==> src/hw/rtl/pbfc_delay.sv <==
// Enabled shift-register delay line.
module pbfc_delay #(
  parameter int W = 64,
  parameter int N = 1
) (
  input  logic         clk,
  input  logic         en,
  input  logic [W-1:0] d,
  output logic [W-1:0] q
);

  logic [W-1:0] sr [0:N-1];

  always_ff @(posedge clk) begin
    if (en) begin
      sr[0] <= d;
      for (int i = 1; i < N; i++) begin
        sr[i] <= sr[i-1];
      end
    end
  end

  assign q = sr[N-1];

endmodule

==> config.mk <==
export PLATFORM = sky130hd
export DESIGN_NAME = pbfc_delay
export DESIGN_NICKNAME = d
export VERILOG_FILES = /design/src/hw/rtl/pbfc_delay.sv
export SDC_FILE = /design/constraint.sdc
export NUM_CORES = 1
export LEC_CHECK = 0
export BUFFER_PORTS_ARGS = -buffer_cell sky130_fd_sc_hd__buf_2
export CELL_PAD_IN_SITES_DETAIL_PLACEMENT = 1
export CELL_PAD_IN_SITES_GLOBAL_PLACEMENT = 1
export CORE_ASPECT_RATIO = 0.7
export CORE_UTILIZATION = 32
export DETAILED_ROUTE_END_ITERATION = 6
export PLACE_DENSITY_LB_ADDON = 0.1
export REMOVE_ABC_BUFFERS = 1
export SLEW_MARGIN = 20
export SYNTH_ARGS = -nofsm -noshare
export SYNTH_HDL_FRONTEND = slang
export SYNTH_SLANG_ARGS = --single-unit
==> constraint.sdc <==
create_clock -name clk -period 0.8 [get_ports clk]
set_input_delay 0.04 -clock clk [delete_from_list [all_inputs] [get_ports clk]]
set_output_delay 0.04 -clock clk [all_outputs]
set_load 0.02 [all_outputs]
After elaboration in Yosys (flattened, before gate mapping)
Memory sizes are Yosys's and may differ from the RTL's.
Cells that the tools add are included.
- memories: 1
- RAM bits: 64
- register bits after elaboration: 0
- input port bits: 66
- logic and storage cells: 3
- output and inout port bits: 64
- memory list (name ; depth ; bits a word ; rd ports ; clocked after memory_dff ; wr ports ; line ; text):
    sr ; 1 ; 64 ; 1 ; 0 ; 1 ; 12 ; logic [W-1:0] sr [0:N-1];
- muxes and demuxes: 2
- operator list (operator ; number):
    two-way mux 1 bit ; 2

Longest topological paths before layout
- depth after elaboration: 2
- depth in mapped cells: 0
- depth with buffers taken out: 0

Least setup slack after synthesis
No wires, ideal clock.
- path kind: flip-flop to output port
- from: mem sr[0][0]
- to: out q[0]
- data required time: 0.760 ns
- path slack: 0.311 ns
- stages on the path, launching flop included: 1
- buffers on the path: 0
- arrival time: 0.449 ns
- path through: edfxtp_1
- word-level cells in the longest chain between the ends: 1
- RTL lines (element ; line ; text):
    start: declaration ; 12 ;
    memory (1 x 64 bit) ; n/a ;
    end: declaration ; 9 ; output logic [W-1:0] q
Every way passes these cells.

Worst setup path after layout
- from: mem sr[0][21]
- to: out q[21]
The elaborated chain is that of the path after synthesis.

==> results.toml <==
[run_status]
status = "complete, but fails checks"
violations = "negative setup slack"

[floorplan]
die_area_um2 = 6320
die_y_um = 66.8
initial_utilization_pct = 33.4
ios = 130
dieWidth_um = 94.6
fp.coreArea_um2 = 5760
rows = 23

[cts]
cts_tree = "built"
cts_sinks = 64
cts_setup_buffers = 0
path_clk_slew_ns = 0.06
cts_buffer_depth = 2
cts_root_buffer = "clkbuf_8"
cts_buffers = 9
h-tree-depth = 3

[flow_run]
drv_cap = 0

[sta]
period_minus_slack_ns = 0.937
rsz0062_at_grt = "yes"
setup_viol = 64
period_share_pct = 117
max_slew.worst_pin.slew_ns = 0.185
setup_slack_ns = -0.137
report.final.slew_viol_count = 0
slew_headroom_pct = 87.6
fmax_mhz = 1070
hold_viol = 0

[synth]
netlist_instances = 64
ys_types = 1
yosysWarnings = 0
ys_seq_area_share_pct = 100
avgSynthCellArea_um2 = 30.0
ys_ff_latch = 64
syn_area_um2 = 1920

[hold_path]
hold_end = "sr[0][38]"
hold_start = "en"
whs_path_depth = 2
hold_class = "input port to register"

[route]
wl_um = 5590
vias = 1438
viasPerCell = 4.13
ant_nets = 0
dr.pass1.iters = 3
wire_per_inst_um = 16.1
drc = 0
initialDrtViolationCount = 28

[pwr]
leakagePower_nw = 1.60
power_w = 0.00752
power_density_nw_per_um2 = 1970
peakVddDrop_mv = 1.24

[grt]
grt_first_pass_wirelength_um = 7590
grt_max_degree = 34
grt.overflow.total = 0
antenna_found_initial = 0
track_usage_pct = 17.5
grt_pass1_vias = 1584

[critical_path]
critPathLaunchType = "register"
path_class = "register to primary output"
slowest_stage = "edfxtp_1"
crit_path_cell_trace = "buf_6"
required_ns = 0.76
end_kind = "primary output"
cp.arrival_ns = 0.90
worst-path-max-fanout = 1
path_delay_family = "flip-flops"
slowest_delay_ns = 0.42
cp_num_buf_inv = 1

[finish]
largest-register = "sr"
area_growth_pct = 98.2
nMultiInputCombCells = 0
largest_reg_flops = 64
fin_cells = 348
reg_top3 = "sr x64"
num_antenna_cells = 0
fillCellCount = 519
drive_gt1_share_pct = 51.3
multiInputGateArea_um2 = 0
fin_nets = 336

[placed_design]
dpl.cell_count = 270
gp_congestion = 0.604
port_buffers = 129
dp_slack_ns = 0.0737
## worst max-delay path by stage
stage                end       from  depth (start not counted)  slack, ns
6_report           q[21]  sr[0][21]                          1      -0.14
5_1_grt            q[61]  sr[0][61]                          1      -0.17
4_1_cts            q[42]  sr[0][42]                          1      -0.13
3_5_place_dp   sr[0][13]         en                          2       0.07
3_3_place_gp   sr[0][17]         en                          2       0.09
2_1_floorplan       q[0]   sr[0][0]                          0       0.31
## Yosys cell counts
| cell type | n | area (um^2) |
|---|---|---|
| edfxtp_1 | 64 | 1920 |
## logic make-up after synthesis
| kind of cell | Yosys count | share of synthesized area [%] |
|---|---|---|
| flip-flops | 64 | 100 |
## metal layers
metal / part of all wire (%) / vias to the layer above / global-route usage (%)
met3: 9.7 / 5 / 9.02
li1: - / 669 / -
met1: 34 / 688 / 15.6
met2: 55 / 76 / 33.7
met5: 0 / - / 0
met4: 0.64 / 0 / 5.68
## metrics by stage
step	TNS [ns]	utilization [%]	instance area, um^2	hold WS (ns)
2_1_floorplan	0	-	1920	0.139
3_3_place_gp	0	46.9	2700	0.216
3_5_place_dp	0	46.9	2700	0.218
4_1_cts	-6.74	62.7	3610	0.197
5_1_grt	-7.86	66.2	3810	0.209
6_report	-5.65	66.2	3810	0.211
## where the power goes
group / internal (W) / leakage, nW / switching (W)
logic: 0.000735 / 0.904 / 0.000597
registers: 0.00399 / 0.626 / 0.000117
clock network: 0.00106 / 0.0718 / 0.00101
total: 0.00579 / 1.60 / 0.00173
## what timing repair did
action / in CTS / in global routing
endpoints found under the setup margin: 64 / 64
hold buffers: 64 / 0
cloned: 0 / 0
resized for setup: 40 / 64
hold endpoints to repair: 64 / 0
## cell type report
class	instances	area, um^2	area share (%)
Clock buffer	11	131	3.45
Clock inverter	3	11.3	0.296
Sequential cell	64	1920	50.4
Tap cell	75	93.8	2.46
Timing Repair Buffer	195	1650	43.3
## cell usage in the layout, fill, tap and decap left out
cell type      Yosys  layout
buf_2              0      77
dlygate4sd3_1      0      64
buf_12             0       2
clkinv_1           0       3
clkbuf_8           0       9
clkbuf_1           0       2
buf_6              0      52
edfxtp_1          64      64
(Power assumes the default switching activity.)
